==> src/hw/rtl/c2g_sqrt.sv <==
// c2g_sqrt: floor square root, two radicand bits per cycle.
// Depends on nothing.
`default_nettype none
module c2g_sqrt (
  input  wire logic        clk,
  input  wire logic        rst_n,
  input  wire logic        start,
  input  wire logic [63:0] v,
  output logic             done,
  output logic [30:0]      root
);

  logic [63:0] v_r, r_r, bit_r, sum;
  logic        busy_r, done_r;

  assign sum = r_r + bit_r;

  always_ff @(posedge clk) begin
    if (!rst_n) begin
      busy_r <= 1'b0;
      done_r <= 1'b0;
    end else begin
      done_r <= 1'b0;
      if (start) begin
        v_r    <= v;
        r_r    <= '0;
        bit_r  <= 64'h4000_0000_0000_0000;
        busy_r <= 1'b1;
      end else if (busy_r) begin
        if (v_r >= sum) begin
          v_r <= v_r - sum;
          r_r <= (r_r >> 1) + bit_r;
        end else begin
          r_r <= r_r >> 1;
        end
        bit_r <= bit_r >> 2;
        if (bit_r[0]) begin
          busy_r <= 1'b0;
          done_r <= 1'b1;
        end
      end
    end
  end

  assign root = r_r[30:0];
  assign done = done_r;

endmodule
`default_nettype wire

==> config.mk <==
export PLATFORM = sky130hd
export DESIGN_NAME = c2g_sqrt
export DESIGN_NICKNAME = d
export VERILOG_FILES = /design/src/hw/rtl/c2g_sqrt.sv
export SDC_FILE = /design/constraint.sdc
export NUM_CORES = 1
export LEC_CHECK = 0
export BUFFER_PORTS_ARGS = -buffer_cell sky130_fd_sc_hd__buf_4
export CORE_MARGIN = 4
export CORE_UTILIZATION = 45
export CTS_CLUSTER_DIAMETER = 30
export DETAILED_ROUTE_END_ITERATION = 10
export PLACE_DENSITY = 0.72
export SLEW_MARGIN = 20
export SYNTH_ARGS = -nofsm -noshare
export SYNTH_HDL_FRONTEND = slang
export SYNTH_SLANG_ARGS = --single-unit
==> constraint.sdc <==
create_clock -name clk -period 14.7 [get_ports clk]
set_clock_uncertainty 0.1 [all_clocks]
set_input_delay 4.41 -clock clk [delete_from_list [all_inputs] [get_ports clk]]
set_output_delay 4.41 -clock clk [all_outputs]
set_load 0.02 [all_outputs]
==> results.cfg <==
[critical_path]
worst_r2r_path_depth = 22
timing.critical_path.fanout_max = 31
critical_path_class = register to register
crit_path_frequent_cell = a21oi_1
regToRegStartpoint = r_r[2]$_SDFFCE_PP0P_
critical-path-slowest-cell = or2_2
crit_arrival_ns = 7.10
cp-end-kind = register
crit_path_cell_trace = ha_1 -> a31o_2 -> a31oi_1 -> nor4b_1 -> o21ai_0 -> a21oi_1 -> o211ai_1 -> o31ai_1 -> a21boi_0 -> xor2_1 -> ha_1 -> a21oi_1 -> o21bai_1 -> a21oi_1 -> o21ai_0 -> a221o_1 -> a221o_1 -> buf_4 -> or2_2 -> buf_4 -> nor2_1 -> a211oi_2
worstSetupStartpointType = register
worst_ep_required_time_ns = 14.76
cpPeakStageDelay_ns = 0.55
worst-r2r-setup-slack_ns = 7.66
r2r_end = r_r[44]$_SDFFCE_PP0P_

[synth]
synth_compound_gate_area_share_pct = 26.0
top_cell_type_s_share_of_synthesized_area_pct = 30.1
synthTopCellsByCount = nand2_1, nor2_1, edfxtp_1, o21ai_0, ha_1
synth-seq-area-share_pct = 30.4
post_synth_inst_count = 1886
mux_cell_area_share_after_synthesis_pct = 0.345
synth_most_common_cell = nand2_1
synth_fa_ha_area_share_pct = 10.3
cell_taking_the_most_area_after_synthesis = edfxtp_1
synth_ff_type = edfxtp_1
synth_xor_area_share_pct = 8.73
synth_top_family_by_area = compound AO/OA/AOI/OAI gates
synth_async_sr_flop_share_pct = 0
ys.warnings.count = 0
synthTopCellsByArea = edfxtp_1, ha_1, xor2_1
total_standard_cell_area_after_synthesis_mm2 = 0.0160
synthSimpleGateAreaFrac_pct = 19.6
synth-edff-count = 160
synthesis.nets = 2084
synth_seq_cells = 162
ys_types = 82
avgSynthCellArea_um2 = 8.46

[cells_and_area]
final_non_filler_cells = 2367
multi_input_area_mm2 = 0.0104
layout-area-overhead-vs-synth_pct = 8.69
drive_above_1_share_pct = 9.94
final_net_count = 2096
seqCellArea_mm2 = 0.00484
filler_cell_count = 3291

[pwr]
pwr_density_cell_mw_per_mm2 = 119
max-vdd-ir-drop_mv = 0.0902
p_leak_nw = 6.55

[clock_network]
postCtsSetupRepairBufs = 0
cts.hold.buffers_added = 0
clk-insertion-delay-late_ns = 0.45
clk_pin_slew_ns = 0.07
cts-htree-levels = 4
ctsResizeCount = 0
clockBufferDepth = 2
total_clock_buffers_created_by_cts = 17
tritoncts_num_sinks = 162
clock_tree_from_tritoncts = built
ctsRootBufferMaster = clkbuf_16

[route]
drt_iter0_drc = 1158
vias_per_cell = 6.20
drt.antenna.violating_nets = 0
post_drt_wl_per_cell_um = 19.5
post-route-drc-count = 0
totalWireLength_um = 46300
vias = 14700
1st_pass_router_iterations = 6

[floorplan]
fp-row-count = 68
floorplan.die.width_um = 196
coreArea_mm2 = 0.0348
die_h_um = 196
die-area_mm2 = 0.0385
design.portCount = 99
start_util_pct = 45.8

[grt]
first_pass_grt_wire_length_um = 74100
grt_util_all_layers_pct = 23.5
antenna_found_initial = 0
grt_overflow = 0
grt_start_max_net_pins = 76
first_global_vias = 14100

[worst_hold_path]
hold_path_class = register to register
min_from = busy_r$_SDFF_PN0_
hold_depth = 1
worst_hold_path.endpoint = done$_SDFF_PP0_

[run_status]
run_status = finished, final reports clean

[timing]
fmax_mhz = 142
tightestPinTransition_ns = 0.930
slew_headroom_pct = 38.0
fin_tns_setup_ns = 0
fin_crit_ns = 7.04
rsz0062_at_grt = false
finalSetupViolations = 0
report.final.slew_viol_count = 0
finalCritPeriodShare_pct = 47.9
hold_viol = 0

[placement]
port_buffers = 98
placed_cells_incl_taps = 2334
place.detailed.hpwl_um = 35400
routability_congestion = 0.959

[job]
cap_viol_max_count = 0
worst max path at each step:
stage                          from               endpoint  depth (start not counted)
3_3_place_gp                  start      v_r[11]$_DFFE_PP_                          4
6_report       r_r[2]$_SDFFCE_PP0P_  r_r[44]$_SDFFCE_PP0P_                         22
4_1_cts        r_r[2]$_SDFFCE_PP0P_  r_r[44]$_SDFFCE_PP0P_                         22
5_1_grt        r_r[2]$_SDFFCE_PP0P_  r_r[55]$_SDFFCE_PP0P_                         22
3_5_place_dp                  start      v_r[12]$_DFFE_PP_                          4
2_1_floorplan                 start       v_r[0]$_DFFE_PP_                          4
where the power goes:
part	leakage (nW)	total (W)	internal, W	switching [W]
clock	0.273	0.000463	0.000252	0.000211
combinational	4.73	0.000961	0.000375	0.000586
sequential	1.55	0.000640	0.000585	0.0000555
critical path: cells and delay by family (launching register included):
family	cells	cell delay, ns
xor+xnor	1	0.26
compound gates	14	3.30
buf+inv	2	0.60
simple gates	3	1.21
fa+ha+maj	2	0.79
flops	1	0.48
registers in the layout, indices dropped and copies added (netlist names):
signal / count
bit_r: 32
busy_r: 1
done: 1
r_r: 64
v_r: 64
layout by cell type, fill, tap and decap left out, types with 45 or more instances in the layout:
| cell | instances |
|---|---|
| a21oi_1 | 118 |
| ha_1 | 130 |
| o21bai_1 | 48 |
| nand4_1 | 48 |
| xor2_1 | 90 |
| a21o_1 | 45 |
| edfxtp_1 | 160 |
| buf_4 | 106 |
| nor2_1 | 168 |
| a31oi_1 | 59 |
| nand2_1 | 206 |
| o21ai_0 | 156 |
| nor2b_1 | 49 |
| xnor2_1 | 69 |
through the flow:
stage | utilization, % | total power [W] | cell area [um^2] | setup WS [ns] | hold slack, ns
detailed placement | 48.2 | 0.00159 | 16800 | 7.67 | 0.395
floorplan | - | 0.00137 | 16000 | 2.00 | 0.354
CTS | 49.8 | 0.00206 | 17300 | 7.80 | 0.401
global route | 49.8 | 0.00220 | 17300 | 7.07 | 0.424
finish | 49.8 | 0.00206 | 17300 | 7.66 | 0.400
global placement | 48.2 | 0.00158 | 16800 | 7.75 | 0.390
kinds of logic (layout without fill, tap and decap cells):
family	count (synthesis)	in the layout
AND/OR/NAND/NOR	658	658
AO/OA/AOI/OAI	617	617
flip-flops	162	162
XOR/XNOR	159	159
buffers and inverters	154	179
adder cells (fa/ha/maj)	131	131
multiplexers	5	5
other	0	1
cell type report:
class / instances / share of cell area [%]
Clock buffer: 17 / 2.45
Clock inverter: 15 / 0.888
Antenna cell: 1 / 0.0144
Sequential cell: 162 / 27.9
Tap cell: 455 / 3.28
Multi-Input combinational cell: 1570 / 59.9
Timing Repair Buffer: 107 / 4.65
Inverter: 40 / 0.866
metal layers:
layer	track usage (%)	up-vias	part of all wire (%)
met1	30.2	7010	43
met3	2.89	89	5.5
met4	8.17	0	3.2
met5	0	-	0
met2	40.7	507	48
li1	-	7061	-
Note: power is estimated with default switching activity, not from simulation.
