--- config.mk ---
export PLATFORM = sky130hd
export DESIGN_NAME = c2g_mul
export DESIGN_NICKNAME = d
export VERILOG_FILES = /design/src/hw/rtl/c2g_pkg.sv /design/src/hw/rtl/c2g_mul.sv
export SDC_FILE = /design/constraint.sdc
export NUM_CORES = 2
export LEC_CHECK = 0
export BUFFER_PORTS_ARGS = -buffer_cell sky130_fd_sc_hd__buf_4
export CORE_MARGIN = 3
export CORE_UTILIZATION = 54
export DETAILED_ROUTE_END_ITERATION = 16
export GPL_TIMING_DRIVEN = 0
export PLACE_DENSITY = 0.71
export SYNTH_ARGS = -nofsm -noshare
export SYNTH_HDL_FRONTEND = slang
export SYNTH_SLANG_ARGS = --single-unit
--- constraint.sdc ---
create_clock -name clk -period 25 [get_ports clk]
set_input_delay 1.25 -clock clk [delete_from_list [all_inputs] [get_ports clk]]
set_output_delay 1.25 -clock clk [all_outputs]
set_load 0.03 [all_outputs]
--- src/hw/rtl/c2g_pkg.sv ---
// c2g_pkg: shared types, constants and the arctangent table of the
// cartesian-to-geodetic core. No dependencies.
`default_nettype none
package c2g_pkg;

  // angle width: radians scaled by 2^30, signed, with headroom for the accumulator
  localparam int ANG_W = 34;
  typedef logic signed [ANG_W-1:0] ang_t;

  localparam int CORDIC_STEPS = 31;
  localparam logic signed [63:0] KINV_Q30    = 64'sd652032874;
  localparam logic signed [63:0] ONE_Q30     = 64'sd1073741824;
  localparam ang_t               HALF_PI_Q30 = 34'sd1686629713;

  // request to the cordic unit
  typedef struct packed {
    logic start;
    logic vec;     // 1 vectoring, 0 rotation
  } cordic_req_t;

  // request to the multiplier: (a * b + round) >> sh
  typedef struct packed {
    logic       start;
    logic       rnd;
    logic [5:0] sh;
  } mul_req_t;

  // arctangent of 2^-i, radians scaled by 2^30
  function automatic logic [31:0] atan_entry(input logic [4:0] idx);
    logic [31:0] v;
    unique case (idx)
      5'd0:  v = 32'h3243F6A8;
      5'd1:  v = 32'h1DAC6705;
      5'd2:  v = 32'h0FADBAFC;
      5'd3:  v = 32'h07F56EA6;
      5'd4:  v = 32'h03FEAB76;
      5'd5:  v = 32'h01FFD55B;
      5'd6:  v = 32'h00FFFAAA;
      5'd7:  v = 32'h007FFF55;
      5'd8:  v = 32'h003FFFEA;
      5'd9:  v = 32'h001FFFFD;
      5'd10: v = 32'h000FFFFF;
      5'd11: v = 32'h0007FFFF;
      5'd12: v = 32'h0003FFFF;
      5'd13: v = 32'h0001FFFF;
      5'd14: v = 32'h0000FFFF;
      5'd15: v = 32'h00007FFF;
      5'd16: v = 32'h00003FFF;
      5'd17: v = 32'h00001FFF;
      5'd18: v = 32'h00000FFF;
      5'd19: v = 32'h000007FF;
      5'd20: v = 32'h000003FF;
      5'd21: v = 32'h000001FF;
      5'd22: v = 32'h000000FF;
      5'd23: v = 32'h0000007F;
      5'd24: v = 32'h0000003F;
      5'd25: v = 32'h0000001F;
      5'd26: v = 32'h0000000F;
      5'd27: v = 32'h00000008;
      5'd28: v = 32'h00000004;
      5'd29: v = 32'h00000002;
      5'd30: v = 32'h00000001;
      default: v = 32'h00000000;
    endcase
    return v;
  endfunction

endpackage
`default_nettype wire

--- src/hw/rtl/c2g_mul.sv ---
// c2g_mul: 64 x 64 multiplier with rounding shift, built from one 32 x 32
// multiplier used once per partial product. Depends on c2g_pkg.
`default_nettype none
module c2g_mul
  import c2g_pkg::*;
(
  input  wire logic        clk,
  input  wire logic        rst_n,
  input  wire mul_req_t    req,
  input  wire logic [63:0] a,
  input  wire logic [63:0] b,
  output logic             done,
  output logic [63:0]      p
);

  logic [63:0]  a_r, b_r;
  logic [5:0]   sh_r;
  logic [127:0] acc_r;
  logic [1:0]   cnt_r;
  logic         busy_r, done_r;

  logic [31:0]  pa, pb;
  logic [63:0]  prod;
  logic [1:0]   pos;
  logic [127:0] shifted;

  // partial product of the current half words
  always_comb begin
    pa      = cnt_r[0] ? a_r[63:32] : a_r[31:0];
    pb      = cnt_r[1] ? b_r[63:32] : b_r[31:0];
    prod    = pa * pb;
    pos     = 2'(cnt_r[0]) + 2'(cnt_r[1]);
    shifted = acc_r >> sh_r;
  end

  always_ff @(posedge clk) begin
    if (!rst_n) begin
      busy_r <= 1'b0;
      done_r <= 1'b0;
    end else begin
      done_r <= 1'b0;
      if (req.start) begin
        a_r    <= a;
        b_r    <= b;
        sh_r   <= req.sh;
        acc_r  <= req.rnd ? (128'd1 << (req.sh - 6'd1)) : '0;
        cnt_r  <= '0;
        busy_r <= 1'b1;
      end else if (busy_r) begin
        acc_r <= acc_r + ({64'd0, prod} << {pos, 5'd0});
        cnt_r <= cnt_r + 2'd1;
        if (cnt_r == 2'd3) begin
          busy_r <= 1'b0;
          done_r <= 1'b1;
        end
      end
    end
  end

  assign p    = shifted[63:0];
  assign done = done_r;

endmodule
`default_nettype wire

==> out/results.ini <==
[finish]
drive_gt1_share_pct = 8.476
nets = 8395
synthToLayoutAreaGrowth_pct = 8.202

[clock_network]
hold_buffers = 0
clkTransAtPathRegs_ps = 70
clock_sinks = 265
post_cts_buffers = 0
cts_resized = 0
max-clock-path-buffers = 3
htreeDepth = 2
cts_tree = done
clkLatencyLatePin_ps = 680
cts_buffers = 37
cts_root_buffer = clkbuf_16

[global_routing]
grt_pass1_wl_um = 370700
grt_use_total_pct = 46.36
first_global_vias = 53470
antenna_found_initial = 19
overflow = 0
grt_max_degree = 75

[timing]
clock.fmax_ghz = 0.05794
rsz0062_at_grt = no
finalSetupViolCount = 0
tightest_slew_ps = 1639
fin_crit_ps = 17260
finalClockSkew_ps = 94.03
finalHoldViolCount = 0
slew_violations = 19
hold_ws_ps = 496.4
post-route-period-util_pct = 69.04
finalSetupTns_ps = 0
slew_headroom_pct = -10.03

[setup_path]
cp_common_cell = fa_1
reg2reg_from = cnt_r[0]
cp-startpoint = cnt_r[0]
reg2reg_to = acc_r[124]
rr_worst_depth = 38
crit_path_max_fanout = 10
end_kind = flip-flop
crit_path_start_kind = flip-flop
crit_slowest_cell = mux2i_1
path_class = reg -> reg
critical_path_arrival_ps = 17680
reg2reg_slack_ps = 7740
crit_required_ps = 25420
slowest_delay_ps = 1240
critPathCapture = acc_r[124]

[die]
rows = 120
start_util_pct = 54.61
core-area_sq_um = 107400
die_h_um = 335.5
io_pins = 203
die_area_sq_um = 112600
die_x_um = 335.5

[synthesis]
synthCells = 6718
yosysWarningCount = 0
synthFlopType = edfxtp_1
yosys.area_share.simple_pct = 15.80
synth-edff-count = 263
synth_fa_ha_area_share_pct = 38.95
synth_nets = 8143
synth-xor-area-share_pct = 2.689
muxShareOfSynthArea_pct = 8.942
synth_cell_type_count = 111
ys_ff_latch = 265
ys_seq_area_share_pct = 13.54
synth-compound-area-share_pct = 11.54
synthArstFlopShare_pct = 0
synth_top_family_by_area = adder cells
syn_avg_cell_area_sq_um = 8.727
syn_area_sq_um = 58620

[drt]
drt-total-wl_um = 263400
dr.pass1.iters = 9
num_vias = 55100
viasPerCell = 6.543
ant_nets = 0
wl_per_cell_um = 31.28
drtIter0Drc = 7901
drcViolationCount = 0

[worst_hold_path]
holdCritPathClass = reg -> reg
hold_depth = 2

[flow_run]
maxCapViolations = 6

[status]
status = finished with violations
violations = max-capacitance violations, max-slew violations

[placement]
numPortBuffers = 202
gp_congestion = 1.136
hpwl_um = 219800

[worst min path at each step]
stage | endpoint | from | slack [ps]
6_report | done | busy_r | 500
5_1_grt | done | busy_r | 500
2_1_floorplan | done | busy_r | 420
3_3_place_gp | done | busy_r | 490
4_1_cts | done | busy_r | 490
3_5_place_dp | done | busy_r | 480
[cell families after synthesis]
| group | Yosys count |
|---|---|
| AOI/OAI and AO/OA | 1047 |
| and+or+nand+nor | 2242 |
| DFF | 265 |
| adders and majority gates | 1287 |
| buffers and inverters | 1316 |
| muxes | 381 |
| xor gates and xnor gates | 180 |
[per-stage QoR]
step	setup slack [ps]	utilization [%]	cell area, sq um	std cells
after floorplan	13890	-	58630	6718
after global placement	8514	57.66	61900	8323
after detailed placement	8957	57.88	62140	8334
after CTS	8952	59.02	63360	8399
after global routing	7747	59.04	63380	8400
final	7739	59.09	63430	8420
[synthesized netlist by cell type (106+ instances only)]
cell	number	share of area, %
a21oi_1	294	2.5
clkbuf_1	302	1.9
edfxtp_1	263	13
fa_1	897	31
ha_1	390	8.3
inv_1	931	6.0
mux2i_1	193	3.3
mux4_2	106	4.1
nand2_1	932	6.0
nor2_1	973	6.2
o21ai_0	221	1.9
xnor2_1	110	1.6
[per-layer routing]
| metal | wire length [um] | global-route usage [%] | up-vias | part of all wire [%] |
|---|---|---|---|---|
| li1 | - | - | 22570 | - |
| met1 | 99850 | 62.48 | 27190 | 38 |
| met2 | 98970 | 60.18 | 4369 | 38 |
| met3 | 46880 | 24.10 | 958 | 18 |
| met4 | 17360 | 23.39 | 15 | 6.6 |
| met5 | 310 | 0.6079 | - | 0.12 |
[flip-flops by register name, summed over array words and instances (netlist names)]
signal  count
cnt_r       2
b_r        64
busy_r      1
acc_r     127
a_r        64
sh_r        6
done        1
[area by class of cell]
class	instances	area, sq um
Multi-Input combinational cell	5137	45750
Clock buffer	45	955.9
Inverter	936	3513
Timing Repair Buffer	213	1705
Buffer	380	1494
Clock inverter	20	270.3
Antenna cell	21	52.55
Fill cell	9707	43920
Sequential cell	265	7938
Tap cell	1403	1755
[worst max-delay path: cells and delay by family (launching register included)]
family,cells,cell delay (ps)
buf+inv,7,3600
xor+xnor,2,430
simple gates,11,4670
fa+ha+maj,10,4580
mux,1,1240
compound gates,7,2120
flops,1,370
[layout by cell type (no fill, tap or decap), drive strengths merged, types with 18 or more instances in the layout]
cell and count:
a211oi 22, a21o 98, a21oi 296, a31oi 47, and2 45, buf 288, clkbuf 350, diode 21
edfxtp 263, fa 897, ha 390, inv 935, mux2 82, mux2i 193, mux4 106, nand2 933
nand3 43, nand4 79, nor2 973, nor2b 23, nor3 42, nor4 19, o211ai 24, o21a 34
o21ai 230, o21bai 61, o22ai 96, o31ai 22, or2 18, xnor2 110, xor2 70
Power is left out: the tool's default activity adds up to more than one toggle a clock period on the data nets, which glitch-free logic cannot reach.
