===== config.mk =====
export PLATFORM = sky130hd
export DESIGN_NAME = c2g_div
export DESIGN_NICKNAME = d
export VERILOG_FILES = /design/src/hw/rtl/c2g_div.sv
export SDC_FILE = /design/constraint.sdc
export NUM_CORES = 1
export LEC_CHECK = 0
export ABC_AREA = 1
export ABC_CLOCK_PERIOD_IN_PS = 11900
export BUFFER_PORTS_ARGS = -buffer_cell sky130_fd_sc_hd__buf_4
export CORE_ASPECT_RATIO = 0.75
export CORE_MARGIN = 4
export CORE_UTILIZATION = 50
export DETAILED_ROUTE_END_ITERATION = 8
export PLACE_DENSITY = 0.78
export SYNTH_ARGS = -nofsm -noshare
export SYNTH_HDL_FRONTEND = slang
export SYNTH_SLANG_ARGS = --single-unit

===== constraint.sdc =====
create_clock -name clk -period 11.9 [get_ports clk]
set_clock_uncertainty 0.2 [all_clocks]
set_input_delay 3.57 -clock clk [delete_from_list [all_inputs] [get_ports clk]]
set_output_delay 3.57 -clock clk [all_outputs]
set_load 0.02 [all_outputs]

===== src/hw/rtl/c2g_div.sv =====
// c2g_div: radius of curvature a * 2^30 / d by restoring division, one
// quotient bit per cycle, saturating at 2^44. Depends on nothing.
`default_nettype none
module c2g_div (
  input  wire logic        clk,
  input  wire logic        rst_n,
  input  wire logic        start,
  input  wire logic [38:0] dividend,
  input  wire logic [30:0] divisor,
  output logic             done,
  output logic [44:0]      quot
);

  localparam int QW = 69;

  logic [QW-1:0] q_r;
  logic [30:0]   rem_r, d_r;
  logic [31:0]   trial;
  logic [6:0]    cnt_r;
  logic          busy_r, done_r, fits;

  always_comb begin
    trial = {rem_r, q_r[QW-1]};
    fits  = trial >= {1'b0, d_r};
  end

  always_ff @(posedge clk) begin
    if (!rst_n) begin
      busy_r <= 1'b0;
      done_r <= 1'b0;
    end else begin
      done_r <= 1'b0;
      if (start) begin
        q_r    <= {dividend, 30'd0};
        d_r    <= divisor;
        rem_r  <= '0;
        cnt_r  <= '0;
        busy_r <= 1'b1;
      end else if (busy_r) begin
        rem_r <= fits ? 31'(trial - {1'b0, d_r}) : trial[30:0];
        q_r   <= {q_r[QW-2:0], fits};
        cnt_r <= cnt_r + 7'd1;
        if (cnt_r == 7'(QW - 1)) begin
          busy_r <= 1'b0;
          done_r <= 1'b1;
        end
      end
    end
  end

  // saturate at 2^44
  assign quot = (q_r >= (69'd1 << 44)) ? (45'd1 << 44) : q_r[44:0];
  assign done = done_r;

endmodule
`default_nettype wire


==> results by group, run 1 <==
Status
  • Outcome: finished, final reports clean

Synth
  • Flops & latches, synth: 140
  • Most frequent cell after synthesis: nand2_1
  • Distinct cell type count after synthesis: 36
  • Mean Syn Cell Area: 7.857 µm²
  • Synth top cells by count: nand2_1 (318), inv_1 (204), nor2_1 (186)
  • Mapped cell area: 8509 µm²
  • Async SR Flop Fraction: 0%
  • Post-synth top area cell: edfxtp_1
  • Post-synthesis sequential area ratio: between 40% and 50%
  • Yosys warns: 0
  • Mapped Nets: 1190
  • Yosys top cell area share: between 40% and 50%
  • Count of flip-flops with a built-in enable after synthesis: 138
  • Main synth FF type: edfxtp_1
  • Area contributors post-synth: edfxtp_1 (49%), nand2_1 (14%), inv_1 (9.0%), nor2_1 (8.2%), ha_1 (4.9%)
  • Post-synthesis cell count: approximately 1100

Place
  • Port bufs: 118
  • Post-DP Area: roughly 9600 µm²
  • Hpwl dp: 14250 µm
  • RePlAce Congestion: 1.013

Critical path
  • Critical Path Slowest Stage Cell: buf_4
  • Worst Setup Start Kind: input pin
  • Path depth of the worst reg2reg path: 15
  • CP max FO: 116
  • Reg-to-Reg Start: q_r[68]$_DFFE_PP_
  • WS Path Type: input pin to flip-flop
  • CP Cell Sequence: buf_4 -> nand2_1 -> nand2_4 -> buf_4
  • Worst EP arrival: 6.01 ns
  • CP Data Required Time: 11.74 ns
  • Worst path max stage delay: approximately 0.79 ns
  • Buf+Inv Stages, Crit Path: 2
  • Critical R2R Capture: rem_r[25]$_SDFFCE_PP0P_
  • Kind of end point of the critical path: flip-flop
  • Most used cell, CP: buf_4
  • Flop2flop setup slack: 8.86 ns
  • Crit-path leading delay family: buffers and inverters

Clock tree
  • CTS resizes: 0
  • CTS tree: yes
  • CTS root buffer: clkbuf_16
  • Maximum root-to-sink buffer count: 2
  • Clk pin slew, worst setup/hold paths: around 0.060 ns
  • Inserted Clock Buffers: 17
  • # clock sinks: 140
  • Postcts setup bufs: 0
  • Post-CTS Hold Buffers: 0
  • Worst-Skew Late Latency: about 0.43 ns
  • H-tree depth: 4

Min path
  • Hold worst-path end: q_r[25]$_SDFFCE_PP0P_
  • Hold path cells: 2
  • Hold Path Origin: q_r[24]$_SDFFCE_PP0P_
  • Hold Crit Class: flip-flop to flip-flop

Route
  • Number of DRC markers in iteration 0: 660
  • DRC Markers: 0
  • Number of nets with antenna violations after routing: 0
  • Vias: 7132
  • DR pass1 iterations: 6
  • Average wire per standard cell: 13.80 µm
  • Post-detailed-routing wire length: 19670 µm
  • Vias per inst: 5.005

Power
  • LEAKAGE: 5.146 nW
  • Maximum vdd ir drop: 0.00009288 V
  • Pwr Density: ~150 nW/µm²

Global routing
  • GRT Total Usage: 20.99%
  • Busiest metal layer after global routing: met2
  • Largest net degree at the start of global routing: 117
  • Grt met2 use: between 30% and 40%
  • First-pass GRT wire length: 32130 µm
  • Number of global-route vias before repair: between 6000 and 7000
  • Remaining global-route overflow: 0
  • Antenna violations before repair: 0
  • Global Route met3 Usage: 5.241%
  • Met1 Use GR: between 30% and 40%

Floorplanning
  • Top-Level Pins: 119
  • Die area: 19190 µm²
  • Overall die height: 121.0 µm
  • Die Wd: 158.6 µm
  • Row Count: 41
  • Initial Util: 50.73%
  • Core Area: about 17000 µm²

Finish
  • Multi-input logic area: between 3000 and 4000 µm²
  • Design area: 10140 µm²
  • Share of layout cells above drive strength 1: 14.88%
  • Layout area overhead: 19.20%
  • FF/Latch Area: 4184 µm²
  • Nets: 1304
  • ANT cells: 0
  • Fillers: 1451

STA
  • Slew margin rel.: 25.69%
  • F_max: 162.0 MHz
  • Final Max Slew Viols: 0
  • Worst Tran Pin Value: 1.113 ns
  • Hold violation count in the final report: 0
  • Minimum clock period: approximately 6.2 ns
  • Setup_tns: 0 ns
  • Tcrit/Tclk final: approximately half
  • Final setup fails: 0
  • RSZ-0062 raised after global routing: no

Run
  • Max_cap viols: 0
-- kinds of logic after synthesis --
group	after synthesis	synth area share, %
AOI/OAI and AO/OA	71	4.867
xor gates and xnor gates	15	1.544
adders and majority gates	34	5.088
buffers and inverters	239	10.97
DFF	140	49.17
and+or+nand+nor	584	28.36
-- layout make-up --
type / count / share of cell area, %
timing repair buffer: 121 / 8.955
sequential: 140 / 41.25
clock inverter: 15 / 1.530
clock buffer: 17 / 4.194
tap: 215 / 2.652
multi-input combinational: 704 / 33.51
inverter: 213 / 7.907
-- state kept, by name, summed over array words and instances (netlist names) --
signal  count
rem_r      31
q_r        69
busy_r      1
done        1
cnt_r       7
d_r        31
-- worst max-delay path by stage --
stage                      from                      end  slack (ns)  cells past startpoint
after floorplan           start   cnt_r[0]$_SDFFCE_PP0P_        4.82                      4
after global placement    start    q_r[19]$_SDFFCE_PP0P_        5.38                      4
after detailed placement  start  rem_r[25]$_SDFFCE_PP0P_        5.32                      4
after CTS                 start    q_r[12]$_SDFFCE_PP0P_        5.74                      4
after global routing      start  rem_r[24]$_SDFFCE_PP0P_        5.49                      4
final                     start  rem_r[25]$_SDFFCE_PP0P_        5.73                      4
-- placed cells by master, fill, tap and decap left out, types with 15 or more instances in the layout --
cell type  count
inv_1        204
nor2_1       186
o21ai_0       27
nand3_1       32
edfxtp_1     138
nand2_1      317
a21oi_1       21
nand3b_1      15
o21bai_1      17
buf_4        121
ha_1          33
clkbuf_16     17
-- report_power, final --
part | leakage, nW | total, mW | switching (mW) | internal (mW)
registers | 1.36 | 0.624 | 0.0199 | 0.604
logic | 3.50 | 0.369 | 0.242 | 0.127
clock network | 0.284 | 0.525 | 0.229 | 0.295
total | 5.15 | 1.52 | 0.491 | 1.03
-- tightest hold or removal path, stage by stage, from the launching register on --
cell      delay (ns)
edfxtp_1        0.32
inv_1           0.05
nor2_1          0.07
-- per-layer routing --
metal / vias up / share of wire [%]
met1: 3253 / 48
met4: 0 / 1.6
met5: - / 0
li1: 3598 / -
met3: 36 / 7.8
met2: 245 / 43
-- per-stage QoR --
stage	hold slack [ns]	power [mW]	std cells	util (%)	worst slack [ns]
floorplan	0.2518	0.9048	1083	-	4.818
global placement	0.3218	0.9842	1393	57.01	5.381
detailed placement	0.3340	0.9946	1393	57.01	5.318
CTS	0.3456	1.520	1425	60.47	5.741
global route	0.3772	1.602	1425	60.47	5.486
finish	0.3476	1.517	1425	60.47	5.728
No activity file was read; power rests on OpenSTA's default activity.
==> run 2: changes to the inputs <==
--- a/config.mk
+++ b/config.mk
@@ -6,7 +6,7 @@
 export NUM_CORES = 1
 export LEC_CHECK = 0
 export ABC_AREA = 1
-export ABC_CLOCK_PERIOD_IN_PS = 11900
+export ABC_CLOCK_PERIOD_IN_PS = 5900
 export BUFFER_PORTS_ARGS = -buffer_cell sky130_fd_sc_hd__buf_4
 export CORE_ASPECT_RATIO = 0.75
 export CORE_MARGIN = 4
==> constraint.sdc (replaced) <==
create_clock -name clk -period 5.9 [get_ports clk]
set_clock_uncertainty 0.2 [all_clocks]
set_input_delay 1.77 -clock clk [delete_from_list [all_inputs] [get_ports clk]]
set_output_delay 1.77 -clock clk [all_outputs]
set_load 0.02 [all_outputs]
==> results by group, run 2 (synthesis gave the netlist of run 1 again) <==
Status
  • Outcome: finished, final reports clean

Finish
  • Nets: 1306 (+0.15%)
  • Share of layout cells above drive strength 1: 15.10% (+0.22 points)
  • Biggest regs: q_r x69, d_r x31, rem_r x31
  • Multi-input logic area: 3400 µm² (unchanged)
  • Final Util: 60.71% (+0.25 points)
  • Layout area overhead: 19.69%
  • Fillers: 1443 (-0.55%)
  • Most flops, register: q_r
  • FF/Latch Area: 4184 µm² (unchanged)
  • Commonest non-fill, non-tap cell in the layout: nand2_1
  • ANT cells: 0 (unchanged)
  • Most frequent cells in the layout: nand2_1 (317), inv_1 (204), nor2_1 (186), edfxtp_1 (138), buf_4 (123)
  • Max reg flops: 69 (unchanged)

Min path
  • Hold Crit Class: flip-flop to flip-flop

Critical path
  • CP Cell Sequence: nor4_1 -> nand2_1 -> nor3_1 -> nand4_1 -> buf_4 -> nor2_1 -> buf_4
  • CP max FO: 45 (-61%)
  • Buf+Inv Stages, Crit Path: 2 (unchanged)
  • Critical Path Slowest Stage Cell: edfxtp_1
  • Crit-path leading delay family: simple AND/OR/NAND/NOR gates
  • Worst Setup Start Kind: flip-flop
  • Worst EP arrival: 2.15 ns (-3.86 ns)
  • Worst path max stage delay: 0.41 ns (-0.38 ns)
  • Kind of end point of the critical path: primary output
  • WS Path Type: flip-flop to primary output
  • Most used cell, CP: buf_4
  • CP Data Required Time: 3.93 ns (-7.81 ns)

Run
  • Max_cap viols: 0 (unchanged)

Route
  • Average wire per standard cell: 13.98 µm (+1.3%)
  • Number of nets with antenna violations after routing: 0 (unchanged)
  • DR pass1 iterations: 5 (-1)
  • Vias per inst: 5.006 (about the same)
  • Vias: 7144 (+0.17%)
  • Number of DRC markers in iteration 0: 722 (+9.4%)
  • Post-detailed-routing wire length: 19950 µm (+1.4%)
  • DRC Markers: 0 (unchanged)

Clock tree
  • # clock sinks: 140 (unchanged)
  • Worst-Skew Late Latency: 0.43 ns (about the same)
  • Inserted Clock Buffers: 17 (unchanged)
  • Clk pin slew, worst setup/hold paths: 0.07 ns (about the same)
  • Post-CTS Hold Buffers: 0 (unchanged)
  • H-tree depth: 4 (unchanged)
  • Maximum root-to-sink buffer count: 2 (unchanged)
  • Postcts setup bufs: 0 (unchanged)
  • CTS tree: yes
  • CTS root buffer: clkbuf_16
  • CTS resizes: 0 (unchanged)

STA
  • Final Max Slew Viols: 0 (unchanged)
  • Slew margin rel.: 27.66% (+2.0 points)
  • Setup_tns: 0 ns (unchanged)
  • Worst Tran Pin Value: 1.084 ns (-0.02944 ns)
  • Tcrit/Tclk final: between 60% and 70%
  • Minimum clock period: 4.120 ns
  • RSZ-0062 raised after global routing: no
  • Final setup fails: 0 (unchanged)
  • Hold violation count in the final report: 0 (unchanged)
  • F_max: 242.7 MHz

Place
  • RePlAce Congestion: 1.005 (-0.77%)
  • Port bufs: 118 (unchanged)
  • Hpwl dp: 14350 µm (+0.70%)

Power
  • LEAKAGE: 5.168 nW (+0.43%)
  • Maximum vdd ir drop: 0.0001691 V (+82%)
  • Int Pwr: 2.115 mW (+110%)
  • Total power: 3.112 mW (+110%)
  • Pwr Density: 305.6 nW/µm² (+100%)
  • Seq pwr share: 40.4% (-0.7 points)
  • Combinational Power Share: 24.1% (-0.2 points)
  • Clock power frac: 35.5% (+0.9 points)
  • Sw frac: 32.05% (-0.30 points)
  • Net Sw Power: 997.4 µW (+100%)

Global routing
  • GRT Total Usage: 21.65% (+0.66 points)
  • Antenna violations before repair: 0 (unchanged)
  • Largest net degree at the start of global routing: 115 (-1.7%)
  • Remaining global-route overflow: 0 (unchanged)
  • Number of global-route vias before repair: 6812 (+0.52%)
  • First-pass GRT wire length: 32700 µm (+1.8%)

Floorplanning
  • Top-Level Pins: 119 (unchanged)
  • Core Area: 16770 µm² (unchanged)
  • Initial Util: 50.73% (unchanged)
  • Die area: 19190 µm² (unchanged)
  • Overall die height: 121.0 µm (unchanged)
  • Die Wd: 158.6 µm (unchanged)
  • Row Count: 41 (unchanged)
run 2: cell count changes in the layout (fill, tap and decap cells not counted), sizes merged:
cell,change
inv,-1
buf,+2
bufinv,+1
run 2: worst reg2reg max path, delay by kind of cell (launching register included):
kind	cells	cell delay, ns
adders and majority gates	2	0.68
buffers and inverters	3	0.32
DFF	1	0.37
and+or+nand+nor	10	1.18
run 2: final timing paths:
check / from / depth (start not counted) / slack, ns / end
worst max-delay path: q_r[68]$_DFFE_PP_ / 7 / 1.78 / quot[4]
worst min-delay path: busy_r$_SDFF_PN0_ / 2 / 0.34 / done$_SDFF_PP0_
worst max register to register: q_r[68]$_DFFE_PP_ / 15 / 2.90 / rem_r[25]$_SDFFCE_PP0P_
worst min register to register: busy_r$_SDFF_PN0_ / 2 / 0.34 / done$_SDFF_PP0_
run 2: final cells by class:
cell class	count	share of cell area (%)
tap	215	2.641
sequential	140	41.08
timing repair buffer	123	9.066
inverter	213	7.875
multi-input combinational	704	33.38
clock inverter	15	1.781
clock buffer	17	4.177
run 2: routing by layer:
metal	track usage (%)	wire [µm]	share of wire (%)
met5	0	0	0
met4	6.553	309	1.5
met3	5.419	1591	8.0
met2	32.32	8789	44
met1	31.19	9255	46
run 2: power by group through the flow:
stage / combinational, mW / clock [mW] / sequential, mW
finish: 0.750 / 1.11 / 1.26
global route: 0.857 / 1.17 / 1.27
CTS: 0.743 / 1.12 / 1.26
detailed placement: 0.731 / 0 / 1.28
global placement: 0.713 / 0 / 1.27
floorplan: 0.555 / 0 / 1.27
run 2: stage by stage:
stage | setup slack [ns] | std cells | hold slack, ns | cell area [µm²]
floorplan | 0.6185 | 1083 | 0.2518 | 8509
global placement | 2.397 | 1395 | 0.3216 | 9578
detailed placement | 2.264 | 1395 | 0.3363 | 9578
CTS | 1.789 | 1427 | 0.3485 | 10180
global route | 1.590 | 1427 | 0.3774 | 10180
finish | 1.780 | 1427 | 0.3448 | 10180
==> run 3: changes to the inputs <==
==> config.mk (replaced) <==
export PLATFORM = sky130hd
export DESIGN_NAME = c2g_div
export DESIGN_NICKNAME = d
export VERILOG_FILES = /design/src/hw/rtl/c2g_div.sv
export SDC_FILE = /design/constraint.sdc
export NUM_CORES = 1
export LEC_CHECK = 0
export ABC_AREA = 0
export ABC_CLOCK_PERIOD_IN_PS = 3980
export BUFFER_PORTS_ARGS = -buffer_cell sky130_fd_sc_hd__buf_4
export CORE_ASPECT_RATIO = 0.75
export CORE_MARGIN = 4
export CORE_UTILIZATION = 50
export DETAILED_ROUTE_END_ITERATION = 8
export PLACE_DENSITY = 0.79
export SYNTH_ARGS = -nofsm -noshare
export SYNTH_HDL_FRONTEND = slang
export SYNTH_SLANG_ARGS = --single-unit
==> constraint.sdc (replaced) <==
create_clock -name clk -period 3.98 [get_ports clk]
set_clock_uncertainty 0.2 [all_clocks]
set_input_delay 1.194 -clock clk [delete_from_list [all_inputs] [get_ports clk]]
set_output_delay 1.194 -clock clk [all_outputs]
set_load 0.02 [all_outputs]
==> results by group, run 3 <==
Status
  • Outcome: finished, final reports clean

Critical path
  • CP max FO: 45 (unchanged)
  • Critical R2R Capture: rem_r[15]$_SDFFCE_PP0P_
  • Most used cell, CP: buf_4
  • Flop2flop setup slack: 0.40 ns (-2.50 ns)
  • Crit path depth: 6 (-1)
  • Critical Path Slowest Stage Cell: edfxtp_1
  • Worst path max stage delay: 0.41 ns (about the same)
  • WS Path Type: flip-flop to primary output
  • Worst Setup Start Kind: flip-flop
  • Critical Path Source: q_r[68]$_DFFE_PP_
  • Worst EP arrival: 2.19 ns (+0.04 ns)
  • Crit-path leading delay family: simple AND/OR/NAND/NOR gates
  • CP Data Required Time: 2.59 ns (-1.34 ns)
  • CP Cell Sequence: nor4_1 -> nand4_1 -> nor2_2 -> buf_4 -> and2_1 -> buf_4
  • Kind of end point of the critical path: primary output
  • Reg-to-Reg Start: q_r[68]$_DFFE_PP_
  • Path depth of the worst reg2reg path: 12 (-3)
  • Buf+Inv Stages, Crit Path: 2 (unchanged)

Route
  • Vias: 5361 (-25%)
  • Number of nets with antenna violations after routing: 0 (unchanged)
  • Post-detailed-routing wire length: 16160 µm (-19%)
  • Vias per inst: 5.410 (+8.1%)
  • DRC Markers: 0 (unchanged)
  • Number of DRC markers in iteration 0: 438 (-39%)
  • Average wire per standard cell: 16.30 µm (+17%)
  • DR pass1 iterations: 5 (unchanged)

Place
  • RePlAce Congestion: 0.8693 (-13%)
  • Port bufs: 118 (unchanged)
  • Post-DP Area: 8675 µm² (-9.4%)
  • Hpwl dp: 11110 µm (-23%)

Power
  • Pwr Density: 446.8 nW/µm² (+46%)
  • Maximum vdd ir drop: 0.0002947 V (+74%)
  • Total power: 4.135 mW (+33%)
  • LEAKAGE: 3.799 nW (-26%)

Finish
  • ANT cells: 0 (unchanged)
  • Most flops, register: q_r
  • Layout area overhead: 22.07%
  • Share of layout cells above drive strength 1: 25.92% (+11 points)
  • Design area: 9254 µm² (-9.1%)
  • Multi-input logic area: 3138 µm² (-7.7%)
  • Biggest regs: q_r x69, d_r x31, rem_r x31
  • Most frequent cells in the layout: edfxtp_1 (138), buf_4 (122), nand2_1 (58), a21oi_1 (50), and2_1 (47)
  • Fillers: 1211 (-16%)
  • Nets: 885 (-32%)
  • FF/Latch Area: 4184 µm² (unchanged)
  • Max reg flops: 69 (unchanged)
  • Commonest non-fill, non-tap cell in the layout: edfxtp_1

STA
  • WHS: 0.2579 ns (-0.08691 ns)
  • Slew margin rel.: 58.09% (+30 points)
  • Tcrit/Tclk final: approximately nine tenths
  • RSZ-0062 raised after global routing: no
  • Hold violation count in the final report: 0 (unchanged)
  • Final Max Slew Viols: 0 (unchanged)
  • F_max: 279.2 MHz
  • Final setup fails: 0 (unchanged)
  • Setup_tns: 0 ns (unchanged)
  • Minimum clock period: 3.582 ns
  • Worst Tran Pin Value: 0.6238 ns (-0.4602 ns)

Synth
  • Count of flip-flops with a built-in enable after synthesis: 138 (unchanged)
  • Flops & latches, synth: 140 (unchanged)
  • Main synth FF type: edfxtp_1
  • Async SR Flop Fraction: 0% (unchanged)
  • Post-synthesis cell count: 664 (-39%)
  • Mapped Nets: 771 (-35%)
  • Area contributors post-synth: edfxtp_1 (55%), mux2_2 (5.8%), ha_1 (5.4%), and2_1 (3.9%), a21oi_1 (3.3%)
  • Yosys top cell area share: 54.66% (+6.0 points)
  • Mean Syn Cell Area: 11.42 µm² (+45%)
  • Most frequent cell after synthesis: edfxtp_1
  • Mapped cell area: 7581 µm² (-11%)
  • Post-synth top area cell: edfxtp_1
  • Distinct cell type count after synthesis: 55 (+53%)
  • Post-synthesis sequential area ratio: 55.19% (+6.0 points)
  • Yosys warns: 0 (unchanged)
  • Synth top cells by count: edfxtp_1 (138), nand2_1 (58), a21oi_1 (50)

Global routing
  • First-pass GRT wire length: 26210 µm (-20%)
  • Remaining global-route overflow: 0 (unchanged)
  • Number of global-route vias before repair: 5282 (-22%)
  • Largest net degree at the start of global routing: 109 (-5.2%)
  • GRT Total Usage: 19.17% (-2.5 points)
  • Antenna violations before repair: 0 (unchanged)

Clock tree
  • # clock sinks: 140 (unchanged)
  • Maximum root-to-sink buffer count: 2 (unchanged)
  • Postcts setup bufs: 0 (unchanged)
  • CTS root buffer: clkbuf_16
  • CTS tree: yes
  • H-tree depth: 4 (unchanged)
  • CTS resizes: 0 (unchanged)
  • Inserted Clock Buffers: 17 (unchanged)
  • Clk pin slew, worst setup/hold paths: 0.06 ns (about the same)
  • Worst-Skew Late Latency: 0.42 ns (about the same)
  • Post-CTS Hold Buffers: 0 (unchanged)

Floorplanning
  • Die Wd: 150.2 µm (-5.3%)
  • Initial Util: 51.77% (+1.0 points)
  • Row Count: 38 (-7.3%)
  • Overall die height: 114.6 µm (-5.2%)
  • Top-Level Pins: 119 (unchanged)
  • Core Area: 14640 µm² (-13%)
  • Die area: 17220 µm² (-10%)

Min path
  • Hold Path Origin: busy_r$_SDFF_PN0_
  • Hold worst-path end: done$_SDFF_PP0_
  • Hold path cells: 2 (unchanged)
  • Hold Crit Class: flip-flop to flip-flop

Run
  • Max_cap viols: 0 (unchanged)
## run 3: cell count changes after synthesis, sizes merged, moves of 14 or more
| cell | delta |
|---|---|
| a21o | +18 |
| a21oi | +27 |
| and2 | +46 |
| inv | -173 |
| mux2 | +39 |
| nand2 | -266 |
| nand3 | -15 |
| nor2 | -162 |
| nor2b | +32 |
| o21bai | -14 |
| xnor2 | +15 |
## run 3: power breakdown
part           switching, mW  leakage (nW)  internal, mW
Clock                  0.675         0.287         0.885
Sequential            0.0542          1.35          1.76
Combinational          0.420          2.17         0.336
Total                   1.15          3.80          2.99
## run 3: through the flow
step | instances | utilization, % | setup WS, ns
after global routing | 991 | 63.19 | 0.2546
final | 991 | 63.19 | 0.3979
after floorplan | 664 | - | 0.2599
after global placement | 959 | 59.24 | 0.6135
after CTS | 991 | 63.19 | 0.3810
after detailed placement | 959 | 59.24 | 0.4742
## run 3: cells by family after synthesis
group,count (synthesis),share of synthesized area [%]
DFF,140,55.19
AOI/OAI and AO/OA,126,10.66
xor gates and xnor gates,29,3.350
muxes,39,5.793
and+or+nand+nor,228,15.75
buffers and inverters,68,3.548
adders and majority gates,34,5.711
## run 3: metal layers
metal | up-vias | wire length [µm] | track usage [%] | share of wire [%]
met3 | 27 | 797 | 4.511 | 4.9
met1 | 2551 | 7693 | 27.35 | 48
li1 | 2644 | - | - | -
met2 | 139 | 7358 | 28.97 | 46
met5 | - | 0 | 0 | 0
met4 | 0 | 309 | 6.520 | 1.9
## run 3: how the worst max path moves through the flow
stage                              endpoint  slack, ns
finish                              quot[6]       0.40
global route                       quot[14]       0.25
CTS                                 quot[4]       0.38
detailed placement  rem_r[15]$_SDFFCE_PP0P_       0.47
global placement    rem_r[15]$_SDFFCE_PP0P_       0.61
floorplan            cnt_r[0]$_SDFFCE_PP0P_       0.26
## run 3: layout make-up
type / count / share of cell area (%)
inverter: 39 / 1.582
multi-input combinational: 456 / 33.91
clock buffer: 17 / 4.597
timing repair buffer: 124 / 10.33
sequential: 140 / 45.21
tap: 200 / 2.704
clock inverter: 15 / 1.663
## run 3: worst register-to-register path, stage by stage (launching register included)
cell and delay [ns]:
edfxtp_1 0.37, inv_1 0.06, ha_1 0.22, fa_1 0.41, and2b_1 0.24, o2111ai_2 0.14
a21oi_2 0.21, o31ai_1 0.12, o2bb2ai_2 0.19, a31o_1 0.28, and2_4 0.25, or4_1 0.55
a21oi_1 0.17
